## src/rtl/core/hsbg_pkg.sv

```systemverilog
// ---------------------------------------------------------------------------
// hsbg_pkg
// Shared types, constants and the perceptual brightness curve for the
// hue/saturation/brightness to RGB converter.
// ---------------------------------------------------------------------------
package hsbg_pkg;

   typedef logic [7:0] level_type;
   typedef logic [8:0] hue_type;
   typedef logic [5:0] offset_type;

   localparam hue_type        HUE_MAX     = 9'd359;
   localparam int unsigned    SECTOR_SPAN = 60;
   localparam int unsigned    FLOOR_SHIFT = 8;

   // floor(x / 60) == (x * RECIP_60) >> RECIP_SHIFT for x below 2**16
   localparam int unsigned    RECIP_SHIFT = 22;
   localparam logic [16:0]    RECIP_60    = 17'd69906;

   typedef enum logic [2:0] {
      SECTOR_RED_TO_YELLOW   = 3'd0,
      SECTOR_YELLOW_TO_GREEN = 3'd1,
      SECTOR_GREEN_TO_CYAN   = 3'd2,
      SECTOR_CYAN_TO_BLUE    = 3'd3,
      SECTOR_BLUE_TO_MAGENTA = 3'd4,
      SECTOR_MAGENTA_TO_RED  = 3'd5
   } sector_type;

   // first hue of a sector
   function automatic hue_type sector_start(sector_type sector);
      hue_type start;
      case (sector)
         SECTOR_RED_TO_YELLOW:   start = 9'd0;
         SECTOR_YELLOW_TO_GREEN: start = 9'd60;
         SECTOR_GREEN_TO_CYAN:   start = 9'd120;
         SECTOR_CYAN_TO_BLUE:    start = 9'd180;
         SECTOR_BLUE_TO_MAGENTA: start = 9'd240;
         default:                start = 9'd300;
      endcase
      return start;
   endfunction

   localparam level_type EYE_CURVE [256] = '{
      8'd0,   8'd0,   8'd0,   8'd0,   8'd0,   8'd0,   8'd0,   8'd0,
      8'd1,   8'd1,   8'd1,   8'd1,   8'd1,   8'd1,   8'd1,   8'd1,
      8'd1,   8'd1,   8'd2,   8'd2,   8'd2,   8'd2,   8'd2,   8'd2,
      8'd2,   8'd2,   8'd2,   8'd3,   8'd3,   8'd3,   8'd3,   8'd3,
      8'd3,   8'd3,   8'd4,   8'd4,   8'd4,   8'd4,   8'd4,   8'd5,
      8'd5,   8'd5,   8'd5,   8'd5,   8'd6,   8'd6,   8'd6,   8'd6,
      8'd6,   8'd7,   8'd7,   8'd7,   8'd7,   8'd8,   8'd8,   8'd8,
      8'd8,   8'd9,   8'd9,   8'd9,   8'd10,  8'd10,  8'd10,  8'd11,
      8'd11,  8'd11,  8'd12,  8'd12,  8'd12,  8'd13,  8'd13,  8'd13,
      8'd14,  8'd14,  8'd14,  8'd15,  8'd15,  8'd16,  8'd16,  8'd16,
      8'd17,  8'd17,  8'd18,  8'd18,  8'd19,  8'd19,  8'd20,  8'd20,
      8'd21,  8'd21,  8'd22,  8'd22,  8'd23,  8'd23,  8'd24,  8'd24,
      8'd25,  8'd25,  8'd26,  8'd26,  8'd27,  8'd28,  8'd28,  8'd29,
      8'd29,  8'd30,  8'd31,  8'd31,  8'd32,  8'd33,  8'd33,  8'd34,
      8'd35,  8'd35,  8'd36,  8'd37,  8'd37,  8'd38,  8'd39,  8'd40,
      8'd40,  8'd41,  8'd42,  8'd43,  8'd44,  8'd44,  8'd45,  8'd46,
      8'd47,  8'd48,  8'd49,  8'd49,  8'd50,  8'd51,  8'd52,  8'd53,
      8'd54,  8'd55,  8'd56,  8'd57,  8'd58,  8'd59,  8'd60,  8'd61,
      8'd62,  8'd63,  8'd64,  8'd65,  8'd66,  8'd67,  8'd68,  8'd69,
      8'd70,  8'd71,  8'd72,  8'd73,  8'd75,  8'd76,  8'd77,  8'd78,
      8'd79,  8'd80,  8'd82,  8'd83,  8'd84,  8'd85,  8'd87,  8'd88,
      8'd89,  8'd90,  8'd92,  8'd93,  8'd94,  8'd96,  8'd97,  8'd99,
      8'd100, 8'd101, 8'd103, 8'd104, 8'd106, 8'd107, 8'd108, 8'd110,
      8'd111, 8'd113, 8'd114, 8'd116, 8'd118, 8'd119, 8'd121, 8'd122,
      8'd124, 8'd125, 8'd127, 8'd129, 8'd130, 8'd132, 8'd134, 8'd135,
      8'd137, 8'd139, 8'd141, 8'd142, 8'd144, 8'd146, 8'd148, 8'd149,
      8'd151, 8'd153, 8'd155, 8'd157, 8'd159, 8'd161, 8'd162, 8'd164,
      8'd166, 8'd168, 8'd170, 8'd172, 8'd174, 8'd176, 8'd178, 8'd180,
      8'd182, 8'd185, 8'd187, 8'd189, 8'd191, 8'd193, 8'd195, 8'd197,
      8'd200, 8'd202, 8'd204, 8'd206, 8'd208, 8'd211, 8'd213, 8'd215,
      8'd218, 8'd220, 8'd222, 8'd225, 8'd227, 8'd230, 8'd232, 8'd234,
      8'd237, 8'd239, 8'd242, 8'd244, 8'd247, 8'd249, 8'd252, 8'd255
   };

endpackage

```

## src/rtl/core/hsbg_if.sv

```systemverilog
// ---------------------------------------------------------------------------
// hsbg_req_if / hsbg_rsp_if
// Valid/ready channels carrying one colour in and one RGB triple out.
// ---------------------------------------------------------------------------
interface hsbg_req_if;
   logic                 valid;
   logic                 ready;
   logic [8:0]           hue;
   logic [7:0]           saturation;
   logic [7:0]           brightness;

   modport source (output valid, hue, saturation, brightness, input ready);
   modport sink   (input valid, hue, saturation, brightness, output ready);
endinterface

interface hsbg_rsp_if;
   logic                 valid;
   logic                 ready;
   logic [7:0]           red;
   logic [7:0]           green;
   logic [7:0]           blue;

   modport source (output valid, red, green, blue, input ready);
   modport sink   (input valid, red, green, blue, output ready);
endinterface

```

## src/rtl/core/hsb_to_rgb_gamma.sv

```systemverilog
// ---------------------------------------------------------------------------
// hsb_to_rgb_gamma
// Converts hue/saturation/brightness to red/green/blue bytes through a
// five-stage pipeline, ending in a perceptual brightness curve lookup.
// ---------------------------------------------------------------------------
//  channel    direction  handshake      payload
//  req_chan   in         valid/ready    hue[8:0] saturation[7:0] brightness[7:0]
//  rsp_chan   out        valid/ready    red[7:0] green[7:0] blue[7:0]
//
//  One transaction per cycle sustained while rsp_chan is ready; rsp_chan.valid
//  rises when the result reaches the output register. Stages: sector and
//  floor multiply, ramp multiplies, reciprocal multiply for the divide by 60,
//  ramp add and channel select, curve lookup into the output register.
//  reset clears only the valid bits. When the output is held, the whole
//  pipeline holds and req_chan.ready drops.
// ---------------------------------------------------------------------------
module hsb_to_rgb_gamma (
   input  logic             clock,
   input  logic             reset,
   hsbg_req_if.sink         req_chan,
   hsbg_rsp_if.source       rsp_chan
);

   logic advance;

   // stage 1: sector, offset, floor level
   logic                   v1_ff;
   hsbg_pkg::sector_type   sector1_ff, sector1_in;
   hsbg_pkg::offset_type   off1_ff, off1_in;
   hsbg_pkg::level_type    lo1_ff, lo1_in;
   hsbg_pkg::level_type    bri1_ff;
   logic                   grey1_ff;
   hsbg_pkg::hue_type      hue_clamped;
   hsbg_pkg::hue_type      hue_off;
   logic [15:0]            floor_prod;

   // stage 2: ramp products
   logic                   v2_ff;
   hsbg_pkg::sector_type   sector2_ff;
   hsbg_pkg::level_type    lo2_ff, bri2_ff;
   logic                   grey2_ff;
   logic [13:0]            up_prod2_ff, up_prod2_in;
   logic [13:0]            down_prod2_ff, down_prod2_in;
   hsbg_pkg::level_type    span;
   logic [6:0]             down_pos;

   // stage 3: reciprocal products
   logic                   v3_ff;
   hsbg_pkg::sector_type   sector3_ff;
   hsbg_pkg::level_type    lo3_ff, bri3_ff;
   logic                   grey3_ff;
   logic [30:0]            up_recip3_ff, up_recip3_in;
   logic [30:0]            down_recip3_ff, down_recip3_in;

   // stage 4: channel levels before the curve
   logic                   v4_ff;
   hsbg_pkg::level_type    red4_ff, red4_in;
   hsbg_pkg::level_type    green4_ff, green4_in;
   hsbg_pkg::level_type    blue4_ff, blue4_in;
   hsbg_pkg::level_type    up_level, down_level;

   // stage 5: output register
   logic                   v5_ff;
   hsbg_pkg::level_type    red5_ff, green5_ff, blue5_ff;

   // hold every stage while a result waits at the output
   assign advance        = !v5_ff || rsp_chan.ready;
   assign req_chan.ready = advance;

   // ---- stage 1 ----
   always_comb begin
      hue_clamped = (req_chan.hue > hsbg_pkg::HUE_MAX) ? hsbg_pkg::HUE_MAX : req_chan.hue;
      if (hue_clamped >= 9'd300) begin
         sector1_in = hsbg_pkg::SECTOR_MAGENTA_TO_RED;
      end else if (hue_clamped >= 9'd240) begin
         sector1_in = hsbg_pkg::SECTOR_BLUE_TO_MAGENTA;
      end else if (hue_clamped >= 9'd180) begin
         sector1_in = hsbg_pkg::SECTOR_CYAN_TO_BLUE;
      end else if (hue_clamped >= 9'd120) begin
         sector1_in = hsbg_pkg::SECTOR_GREEN_TO_CYAN;
      end else if (hue_clamped >= 9'd60) begin
         sector1_in = hsbg_pkg::SECTOR_YELLOW_TO_GREEN;
      end else begin
         sector1_in = hsbg_pkg::SECTOR_RED_TO_YELLOW;
      end
      hue_off    = hue_clamped - hsbg_pkg::sector_start(sector1_in);
      off1_in    = hue_off[5:0];
      // invert at 8 bits so the floor factor is 255 - saturation
      floor_prod = 16'(8'(~req_chan.saturation)) * 16'(req_chan.brightness);
      lo1_in     = floor_prod[hsbg_pkg::FLOOR_SHIFT +: 8];
   end

   // ---- stage 2 ----
   always_comb begin
      span          = bri1_ff - lo1_ff;
      down_pos      = 7'(hsbg_pkg::SECTOR_SPAN) - 7'(off1_ff);
      up_prod2_in   = 14'(span) * 14'(off1_ff);
      down_prod2_in = 14'(span) * 14'(down_pos);
   end

   // ---- stage 3 ----
   always_comb begin
      up_recip3_in   = 31'(up_prod2_ff) * 31'(hsbg_pkg::RECIP_60);
      down_recip3_in = 31'(down_prod2_ff) * 31'(hsbg_pkg::RECIP_60);
   end

   // ---- stage 4 ----
   always_comb begin
      up_level   = lo3_ff + up_recip3_ff[hsbg_pkg::RECIP_SHIFT +: 8];
      down_level = lo3_ff + down_recip3_ff[hsbg_pkg::RECIP_SHIFT +: 8];
      if (grey3_ff) begin
         red4_in   = bri3_ff;
         green4_in = bri3_ff;
         blue4_in  = bri3_ff;
      end else begin
         case (sector3_ff)
            hsbg_pkg::SECTOR_RED_TO_YELLOW: begin
               red4_in = bri3_ff;    green4_in = up_level;   blue4_in = lo3_ff;
            end
            hsbg_pkg::SECTOR_YELLOW_TO_GREEN: begin
               red4_in = down_level; green4_in = bri3_ff;    blue4_in = lo3_ff;
            end
            hsbg_pkg::SECTOR_GREEN_TO_CYAN: begin
               red4_in = lo3_ff;     green4_in = bri3_ff;    blue4_in = up_level;
            end
            hsbg_pkg::SECTOR_CYAN_TO_BLUE: begin
               red4_in = lo3_ff;     green4_in = down_level; blue4_in = bri3_ff;
            end
            hsbg_pkg::SECTOR_BLUE_TO_MAGENTA: begin
               red4_in = up_level;   green4_in = lo3_ff;     blue4_in = bri3_ff;
            end
            default: begin
               red4_in = bri3_ff;    green4_in = lo3_ff;     blue4_in = down_level;
            end
         endcase
      end
   end

   // ---- valid bits ----
   always_ff @(posedge clock) begin
      if (reset) begin
         v1_ff <= 1'b0;
         v2_ff <= 1'b0;
         v3_ff <= 1'b0;
         v4_ff <= 1'b0;
         v5_ff <= 1'b0;
      end else if (advance) begin
         v1_ff <= req_chan.valid;
         v2_ff <= v1_ff;
         v3_ff <= v2_ff;
         v4_ff <= v3_ff;
         v5_ff <= v4_ff;
      end
   end

   // ---- payload ----
   always_ff @(posedge clock) begin
      if (advance) begin
         sector1_ff     <= sector1_in;
         off1_ff        <= off1_in;
         lo1_ff         <= lo1_in;
         bri1_ff        <= req_chan.brightness;
         grey1_ff       <= (req_chan.saturation == 8'd0);

         sector2_ff     <= sector1_ff;
         lo2_ff         <= lo1_ff;
         bri2_ff        <= bri1_ff;
         grey2_ff       <= grey1_ff;
         up_prod2_ff    <= up_prod2_in;
         down_prod2_ff  <= down_prod2_in;

         sector3_ff     <= sector2_ff;
         lo3_ff         <= lo2_ff;
         bri3_ff        <= bri2_ff;
         grey3_ff       <= grey2_ff;
         up_recip3_ff   <= up_recip3_in;
         down_recip3_ff <= down_recip3_in;

         red4_ff        <= red4_in;
         green4_ff      <= green4_in;
         blue4_ff       <= blue4_in;

         red5_ff        <= hsbg_pkg::EYE_CURVE[red4_ff];
         green5_ff      <= hsbg_pkg::EYE_CURVE[green4_ff];
         blue5_ff       <= hsbg_pkg::EYE_CURVE[blue4_ff];
      end
   end

   assign rsp_chan.valid = v5_ff;
   assign rsp_chan.red   = red5_ff;
   assign rsp_chan.green = green5_ff;
   assign rsp_chan.blue  = blue5_ff;

endmodule
```

## src/flat_wrapper.sv

```systemverilog
// flat-port wrapper written by rule: the top's interface ports become plain ports
module hsb_to_rgb_gamma_flat 
  (clock, reset, req_chan_valid, req_chan_hue, req_chan_saturation, req_chan_brightness, req_chan_ready, rsp_chan_valid, rsp_chan_red, rsp_chan_green, rsp_chan_blue, rsp_chan_ready);
  hsbg_req_if req_chan_i ();
  hsbg_rsp_if rsp_chan_i ();
  input  logic clock;
  input  logic reset;
  input wire logic [$bits(req_chan_i.valid)-1:0] req_chan_valid;
  input wire logic [$bits(req_chan_i.hue)-1:0] req_chan_hue;
  input wire logic [$bits(req_chan_i.saturation)-1:0] req_chan_saturation;
  input wire logic [$bits(req_chan_i.brightness)-1:0] req_chan_brightness;
  output wire logic [$bits(req_chan_i.ready)-1:0] req_chan_ready;
  output wire logic [$bits(rsp_chan_i.valid)-1:0] rsp_chan_valid;
  output wire logic [$bits(rsp_chan_i.red)-1:0] rsp_chan_red;
  output wire logic [$bits(rsp_chan_i.green)-1:0] rsp_chan_green;
  output wire logic [$bits(rsp_chan_i.blue)-1:0] rsp_chan_blue;
  input wire logic [$bits(rsp_chan_i.ready)-1:0] rsp_chan_ready;
  assign req_chan_i.valid = req_chan_valid;
  assign req_chan_i.hue = req_chan_hue;
  assign req_chan_i.saturation = req_chan_saturation;
  assign req_chan_i.brightness = req_chan_brightness;
  assign req_chan_ready = req_chan_i.ready;
  assign rsp_chan_valid = rsp_chan_i.valid;
  assign rsp_chan_red = rsp_chan_i.red;
  assign rsp_chan_green = rsp_chan_i.green;
  assign rsp_chan_blue = rsp_chan_i.blue;
  assign rsp_chan_i.ready = rsp_chan_ready;
  hsb_to_rgb_gamma u_core (.clock(clock), .reset(reset), .req_chan(req_chan_i), .rsp_chan(rsp_chan_i));
endmodule
```

## config.mk

```make
export PLATFORM = sky130hd
export DESIGN_NAME = hsb_to_rgb_gamma_flat
export DESIGN_NICKNAME = d
export VERILOG_FILES = /design/src/rtl/core/hsbg_pkg.sv /design/src/rtl/core/hsbg_if.sv /design/src/rtl/core/hsb_to_rgb_gamma.sv /design/src/flat_wrapper.sv
export SDC_FILE = /design/constraint.sdc
export NUM_CORES = 1
export LEC_CHECK = 0
export BUFFER_PORTS_ARGS = -buffer_cell sky130_fd_sc_hd__buf_2
export CORE_MARGIN = 4
export CORE_UTILIZATION = 40
export DETAILED_ROUTE_END_ITERATION = 6
export PLACE_DENSITY_LB_ADDON = 0.3
export SLEW_MARGIN = 40
export SYNTH_ARGS = -nofsm -noshare
export SYNTH_HDL_FRONTEND = slang
export SYNTH_SLANG_ARGS = --single-unit
```

## constraint.sdc

```tcl
create_clock -name clock -period 17.7 [get_ports clock]
set_clock_uncertainty 0.15 [all_clocks]
set_input_delay 1.77 -clock clock [delete_from_list [all_inputs] [get_ports clock]]
set_output_delay 1.77 -clock clock [all_outputs]
set_load 0.03 [all_outputs]
```

==> results of run 1 <==
cells by family (layout without fill, tap and decap cells):
family	count (synthesis)	count (layout)
compound gates	590	590
xor+xnor	81	81
fa+ha+maj	426	426
buf+inv	383	357
flops	162	162
mux	38	38
simple gates	603	603
cell usage in the layout (no fill, tap or decap), drive strengths merged, types with 26 or more instances in the layout:
cell type,instances
ha,298
inv,257
nor2,173
edfxtp,157
a21oi,150
nand2,147
o21ai,135
fa,128
buf,72
nor2b,68
nand2b,58
xnor2,55
and2,40
nand3,39
a211oi,38
o211ai,37
xor2,26
worst register-to-register path, delay by kind of cell (launching register included):
family | cells | cell delay, ns
AO/OA/AOI/OAI | 8 | 1.62
XOR/XNOR | 2 | 0.38
adder cells (fa/ha/maj) | 7 | 2.91
buffers and inverters | 4 | 0.23
flip-flops | 1 | 0.38
AND/OR/NAND/NOR | 2 | 0.28
path summary, 6_finish.rpt:
kind | slack [ns] | startpoint | end
max | 11.52 | u_core.bri1_ff[0] | u_core.down_prod2_ff[13]
min | 0.27 | u_core.lo2_ff[6] | u_core.lo3_ff[6]
max reg2reg | 11.52 | u_core.bri1_ff[0] | u_core.down_prod2_ff[13]
min reg2reg | 0.27 | u_core.lo2_ff[6] | u_core.lo3_ff[6]
metal layers:
metal	track usage (%)	vias to the layer above
met1	23.7	8030
li1	-	8012
met2	28.8	467
met4	4.88	0
met5	0	-
met3	2.20	55
sequential cells by signal, indices dropped and copies added, names as in the netlist, 3 cells and up:
signal / count
u_core.blue4_ff: 8
u_core.down_recip3_ff: 8
u_core.lo3_ff: 8
u_core.rsp_chan.green: 8
u_core.lo2_ff: 8
u_core.bri1_ff: 8
u_core.down_prod2_ff: 14
u_core.up_prod2_ff: 13
u_core.up_recip3_ff: 8
u_core.bri3_ff: 8
u_core.bri2_ff: 8
u_core.sector3_ff: 3
u_core.red4_ff: 8
u_core.green4_ff: 8
u_core.sector2_ff: 3
u_core.sector1_ff: 3
u_core.rsp_chan.blue: 8
u_core.lo1_ff: 8
u_core.off1_ff: 6
u_core.rsp_chan.red: 8
Yosys cell counts, types with 37 or more instances:
| cell type | instances |
|---|---|
| sky130_fd_sc_hd__inv_1 | 248 |
| sky130_fd_sc_hd__o211ai_1 | 37 |
| sky130_fd_sc_hd__buf_2 | 43 |
| sky130_fd_sc_hd__nand2b_1 | 58 |
| sky130_fd_sc_hd__nor2b_1 | 68 |
| sky130_fd_sc_hd__a211oi_1 | 37 |
| sky130_fd_sc_hd__edfxtp_1 | 157 |
| sky130_fd_sc_hd__ha_1 | 298 |
| sky130_fd_sc_hd__nand3_1 | 39 |
| sky130_fd_sc_hd__fa_1 | 128 |
| sky130_fd_sc_hd__nor2_1 | 173 |
| sky130_fd_sc_hd__and2_1 | 40 |
| sky130_fd_sc_hd__nand2_1 | 147 |
| sky130_fd_sc_hd__clkbuf_1 | 66 |
| sky130_fd_sc_hd__a21oi_1 | 147 |
| sky130_fd_sc_hd__o21ai_0 | 114 |
| sky130_fd_sc_hd__xnor2_1 | 55 |
area by class of cell:
class                   instances  area (sq um)
clock buffers                  17           425
repair buffers                 72           422
well taps                     680           851
flip-flops and latches        162          4810
clock inverters                15           174
inverters                     253           955
fillers                      5037         29300
multi-input cells            1738         14400
stage by stage:
step / hold WS, ns / area [sq um]
after floorplan: 0.250 / 20700
after global placement: 0.254 / 21400
after detailed placement: 0.256 / 21400
after CTS: 0.274 / 22000
after global routing: 0.286 / 22000
final: 0.272 / 22000
==> results.ini, run 1 <==
[timing]
period_minus_slack_ns=6.18
grt_setup_unrepaired=false
timing_max_transition_violations_final=0
worst_slew_pin_slew_ns=0.847
finalHoldViolCount=0
max_freq_ghz=0.162
timing.final.ws_setup_ns=11.52
final_min_period_over_clock_period_pct=34.9
fin_setup_tns_ns=0
setup_violations=0
timing.slew.headroom_pct=43.6

[drt]
postRouteWirelength_mm=48.4
dr_wl_met3_mm=2.13
post_route_drc=0
detail_route.wirelength.met1_mm=21.8
drt_iter0_drc=1399
routedWlPerCell_um=16.5
num_vias=16600
highest-signal-layer=met4
firstDrtPassIters=6
routed_via_density=5.64
met2_length_mm=23.5
detail-route-antenna-nets=0

[min_path]
hold-path-cell-count=0
worstHoldPathType=flip-flop to flip-flop

[synth]
synth_area_in_simple_gates_pct=14.2
synth_xor_area_share_pct=3.43
share_of_synthesized_registers_carrying_an_async_set_or_reset_pct=0
yosysSeqAreaShare_pct=23.3
syn_avg_cell_area_sq_um=9.06
synth_compound_gate_area_share_pct=18.8
post_synth_num_cell_types=87
syn-cell-area_sq_um=20700
primary_flip_flop_cell_chosen_by_synthesis_mapping=sky130_fd_sc_hd__edfxtp_1
synth_top_family_by_area=adder cells
synth.area.mux_share_pct=2.47
yosys.area.top_type=sky130_fd_sc_hd__edfxtp_1
netlist.area_leader.share_pct=22.8
synth_fp_nets=2738
synthCells=2283
ys_warn_count=0
synth_fa_ha_area_share_pct=30.4
post_synth_main_area_contributors=sky130_fd_sc_hd__edfxtp_1, sky130_fd_sc_hd__ha_1, sky130_fd_sc_hd__fa_1
synth_enable_flop_cells=157
synth.ff_latch_count=162

[floorplanning]
io_pins=55
design.core.area_sq_um=51300
initial_core_util_pct=40.3
placement_rows=83
dieArea_sq_um=55400
dieWidth_um=235
fp.dieH_um=235

[cts]
postCtsHoldBufs=0
tritoncts_clock_tree=built
clock_tree.buffer_depth=2
clock_latency_ns=0.46
postCtsSetupRepairBufs=0
htree_num_levels=4
cts-resized-gates=0
cts_made_buffers=17
clock_sink_count=162
buffer_type_at_the_clock_tree_root=sky130_fd_sc_hd__clkbuf_16
clk_transition_reported_paths_ns=0.07

[grt]
globalRoute.totalOverflow=0
grt_pass1_wl_mm=80.9
grt_pass1_vias=16100
grt_antenna_before_repair=0
globalRouteTotalUtil_pct=17.3
pin_count_of_the_biggest_net_entering_global_routing=135

[setup_path]
worst-endpoint-arrival_ns=6.24
critical_path.max_stage_delay_ns=0.54
timing.critical_path.cells=inv_1 > ha_1 > inv_1 > fa_1 > a21o_1 > a21oi_1 > o21bai_1 > a21oi_1 > xnor2_2 > and2_1 > fa_1 > fa_1 > fa_1 > inv_1 > fa_1 > inv_1 > ha_1 > o21a_1 > nor2_1 > o311ai_1 > a21o_1 > a21oi_2 > xnor2_1
critical_path_startpoint_category=flip-flop
cp_data_required_time_ns=17.76
path_common_cell=sky130_fd_sc_hd__fa_1
worst-r2r-cell-count=23
cp_num_buf_inv=4
path_class=flip-flop to flip-flop
cpMaxStageDelayCell=sky130_fd_sc_hd__fa_1
critPathTopFamily=adder cells
worst-path-max-fanout=12
crit_cells=23
critPathCaptureType=flip-flop

[layout]
layout-area-overhead-vs-synth_pct=6.36
final_core_utilization_pct=42.9
antenna_cells=0
drive_gt1_share_pct=6.25
nets=2699
layoutNonFillerInstCount=2937

[placed_design]
place_inst=2904
pre_cts_slack_ns=11.40
dpl.hpwl_mm=35.9
finalWeightedCongestion=0.904
buffer_ports.inserted=54

[run]
max_capacitance_violation_count=0

[outcome]
status=completed

Power of run 1 is left out: the tool's default activity adds up to more than one toggle a clock period on the data nets, which glitch-free logic cannot reach.
==> run 2: changes to the inputs <==
--- a/config.mk
+++ b/config.mk
@@ -5,6 +5,7 @@
 export SDC_FILE = /design/constraint.sdc
 export NUM_CORES = 1
 export LEC_CHECK = 0
+export ABC_AREA = 1
 export BUFFER_PORTS_ARGS = -buffer_cell sky130_fd_sc_hd__buf_2
 export CORE_MARGIN = 4
 export CORE_UTILIZATION = 40
==> constraint.sdc (replaced) <==
create_clock -name clock -period 5.2 [get_ports clock]
set_clock_uncertainty 0.15 [all_clocks]
set_input_delay 0.52 -clock clock [delete_from_list [all_inputs] [get_ports clock]]
set_output_delay 0.52 -clock clock [all_outputs]
set_load 0.03 [all_outputs]
==> results.ini, run 2 <==
[setup_path]
r2r_end=u_core.down_prod2_ff[8]
critPathTopFamily=adder cells
worst-r2r-cell-count=24  ; +4.3%
timing.critical_path.cells=inv_1 > ha_2 > inv_2 > fa_2 > nand3_2 > nand2_1 > nand2_1 > nand2_1 > a21oi_2 > or2_1 > nand2_2 > nor2_2 > fa_1 > fa_1 > fa_1 > inv_1 > fa_1 > inv_2 > ha_4 > nand2_1 > o21ai_2 > a21oi_2 > buf_4 > xnor2_1
critical_path.max_stage_delay_ns=0.51  ; -0.03 ns
critPathCaptureType=flip-flop
cpMaxStageDelayCell=sky130_fd_sc_hd__fa_1
cp_data_required_time_ns=5.27  ; -12.49 ns
critical_path_startpoint_category=flip-flop
path_class=flip-flop to flip-flop
cp_num_buf_inv=5  ; +1
worst-path-max-fanout=4  ; -8
startpoint_of_the_most_critical_register_to_register_path=u_core.bri1_ff[0]
worst-endpoint-arrival_ns=5.16  ; -1.08 ns
worstSetupStartpoint=u_core.bri1_ff[0]
worst-r2r-setup-slack_ns=0.10  ; -11.42 ns

[layout]
drive_gt1_share_pct=7.50  ; +1.2 points
largest-register=u_core.down_prod2_ff
largest_registers=u_core.down_prod2_ff: 14 flops, u_core.up_prod2_ff: 13 flops
layout-area-overhead-vs-synth_pct=9.83
layoutNonFillerInstCount=3764  ; +28%
antenna_cells=0  ; unchanged
most_frequent_cells_in_the_layout=sky130_fd_sc_hd__nand2_1, sky130_fd_sc_hd__inv_1, sky130_fd_sc_hd__ha_1
nets=3510  ; +30%
most_common_cell_after_layout_fill_and_taps_aside=sky130_fd_sc_hd__nand2_1
layout.filler_cells=5517  ; +9.5%
largest_reg_flops=14  ; unchanged
design_area_sq_um=23900  ; +8.5%

[min_path]
min_to=u_core.v4_ff
hp_start=reset
hold-path-cell-count=2  ; +2
worstHoldPathType=input pin to flip-flop

[floorplanning]
placement_rows=85  ; +2.4%
io_pins=55  ; unchanged
dieWidth_um=241  ; +2.4%
dieArea_sq_um=58100  ; +4.9%
initial_core_util_pct=40.4  ; +0.078 points
fp.dieH_um=241  ; +2.4%
design.core.area_sq_um=53800  ; +4.9%

[cts]
tritoncts_clock_tree=built
cts_made_buffers=17  ; unchanged
clock_latency_ns=0.47  ; about the same
htree_num_levels=4  ; unchanged
clk_transition_reported_paths_ns=0.09  ; +0.02 ns
clock_sink_count=162  ; unchanged
clock_tree.buffer_depth=2  ; unchanged
buffer_type_at_the_clock_tree_root=sky130_fd_sc_hd__clkbuf_16

[grt]
grt_antenna_before_repair=0  ; unchanged
grt_pass1_vias=18500  ; +15%
globalRoute.totalOverflow=0  ; unchanged
pin_count_of_the_biggest_net_entering_global_routing=117  ; -13%
grt_pass1_wl_mm=93.8  ; +16%
globalRouteTotalUtil_pct=19.8  ; +2.5 points

[synth]
ys_warn_count=0  ; unchanged
primary_flip_flop_cell_chosen_by_synthesis_mapping=sky130_fd_sc_hd__edfxtp_1
post_synth_num_cell_types=53  ; -39%
synth.ff_latch_count=162  ; unchanged
netlist.area_leader.share_pct=21.7  ; -1.1 points
synthCells=2985  ; +31%
syn-cell-area_sq_um=21700  ; +5.1%
synth_enable_flop_cells=157  ; unchanged
synth_fp_nets=3440  ; +26%
post_synth_main_area_contributors=sky130_fd_sc_hd__edfxtp_1, sky130_fd_sc_hd__ha_1, sky130_fd_sc_hd__nand2_1
syn_avg_cell_area_sq_um=7.28  ; -20%
post_synth_most_frequent_cells=sky130_fd_sc_hd__nand2_1, sky130_fd_sc_hd__inv_1, sky130_fd_sc_hd__ha_1
share_of_synthesized_registers_carrying_an_async_set_or_reset_pct=0  ; unchanged
yosys.area.top_type=sky130_fd_sc_hd__edfxtp_1
yosys.cell_count.top_type=sky130_fd_sc_hd__nand2_1
yosysSeqAreaShare_pct=22.2  ; -1.1 points

[drt]
postRouteWirelength_mm=57.9  ; +20%
drt_iter0_drc=1693  ; +21%
routed_via_density=5.25  ; -7.0%
num_vias=19700  ; +19%
detail-route-antenna-nets=0  ; unchanged
routedWlPerCell_um=15.4  ; -6.6%
firstDrtPassIters=7  ; +1
post_route_drc=10  ; +10

[timing]
finalHoldViolCount=0  ; unchanged
period_minus_slack_ns=5.10  ; -1.08 ns
max_freq_ghz=0.196  ; +21%
final_min_period_over_clock_period_pct=98.0  ; +63 points
setup_violations=0  ; unchanged
grt_setup_unrepaired=true
timing.slew.headroom_pct=41.8  ; -1.8 points
worst_slew_pin_slew_ns=0.874  ; +0.0271 ns
timing_max_transition_violations_final=0  ; unchanged

[placed_design]
dpl.hpwl_mm=45.7  ; +27%
buffer_ports.inserted=54  ; unchanged
finalWeightedCongestion=0.954  ; +5.6%
place_inst=3729  ; +28%
placed_area_sq_um=23000  ; +7.5%

[run]
max_capacitance_violation_count=0  ; unchanged

[outcome]
status=finished with violations
failed_checks=design-rule violations

[run 2: cell types whose count changed in the layout (fill, tap and decap cells not counted), sizes merged, moves of 35 or more]
cell	before	now
and2	40	1
buf	72	107
inv	257	531
nand2	147	768
nand2b	58	0
nand3	39	216
nor2	173	295
nor2b	68	0
xnor2	55	16
[run 2: how the worst max path moves through the flow]
stage | endpoint | slack (ns) | cells past startpoint
4_1_cts | u_core.down_prod2_ff[13] | 0.009 | 25
6_report | u_core.down_prod2_ff[8] | 0.10 | 24
3_3_place_gp | u_core.down_prod2_ff[13] | -0.04 | 26
3_5_place_dp | u_core.down_prod2_ff[11] | -0.12 | 24
5_1_grt | u_core.down_prod2_ff[13] | -0.1 | 26
2_1_floorplan | u_core.down_prod2_ff[10] | 0.03 | 25
[run 2: layer usage]
metal | vias up | track usage, % | part of all wire (%)
li1 | 9854 | - | -
met1 | 9179 | 28.1 | 47
met2 | 623 | 31.7 | 45
met3 | 91 | 2.85 | 5.3
met4 | 0 | 5.60 | 2.1
met5 | - | 0 | 0
[run 2: what timing repair did]
action	in CTS	in global routing
gates resized for setup	9	41
hold buffers	0	0
endpoints found under the setup margin	5	9
pin swaps	3	27
buffers inserted	0	1
[run 2: kinds of logic (layout without fill, tap and decap cells)]
| kind of cell | Yosys count | count (layout) | synth area share (%) |
|---|---|---|---|
| buffers and inverters | 581 | 664 | 10.5 |
| xor gates and xnor gates | 45 | 45 | 1.81 |
| adders and majority gates | 426 | 426 | 28.9 |
| AOI/OAI and AO/OA | 401 | 401 | 10.2 |
| DFF | 162 | 162 | 22.2 |
| and+or+nand+nor | 1370 | 1370 | 26.4 |
[run 2: final cells by class]
type / instances / area, sq um / area share [%]
well taps: 696 / 871 / 3.65
repair buffers: 107 / 692 / 2.90
clock inverters: 15 / 188 / 0.786
inverters: 525 / 1980 / 8.29
clock buffers: 17 / 425 / 1.78
multi-input cells: 2242 / 14900 / 62.4
flip-flops and latches: 162 / 4810 / 20.2
[run 2: per-stage QoR]
step           setup WS, ns  utilization, %  hold slack, ns  setup TNS, ns
4_1_cts             0.00910            43.9          0.0886              0
2_1_floorplan        0.0252               -           0.250              0
6_report              0.102            44.4           0.112              0
3_3_place_gp        -0.0401            42.7           0.251        -0.0880
5_1_grt             -0.0978            44.4           0.112         -0.453
3_5_place_dp         -0.116            42.7           0.255         -0.325
Power of run 2 is left out for the same reason.
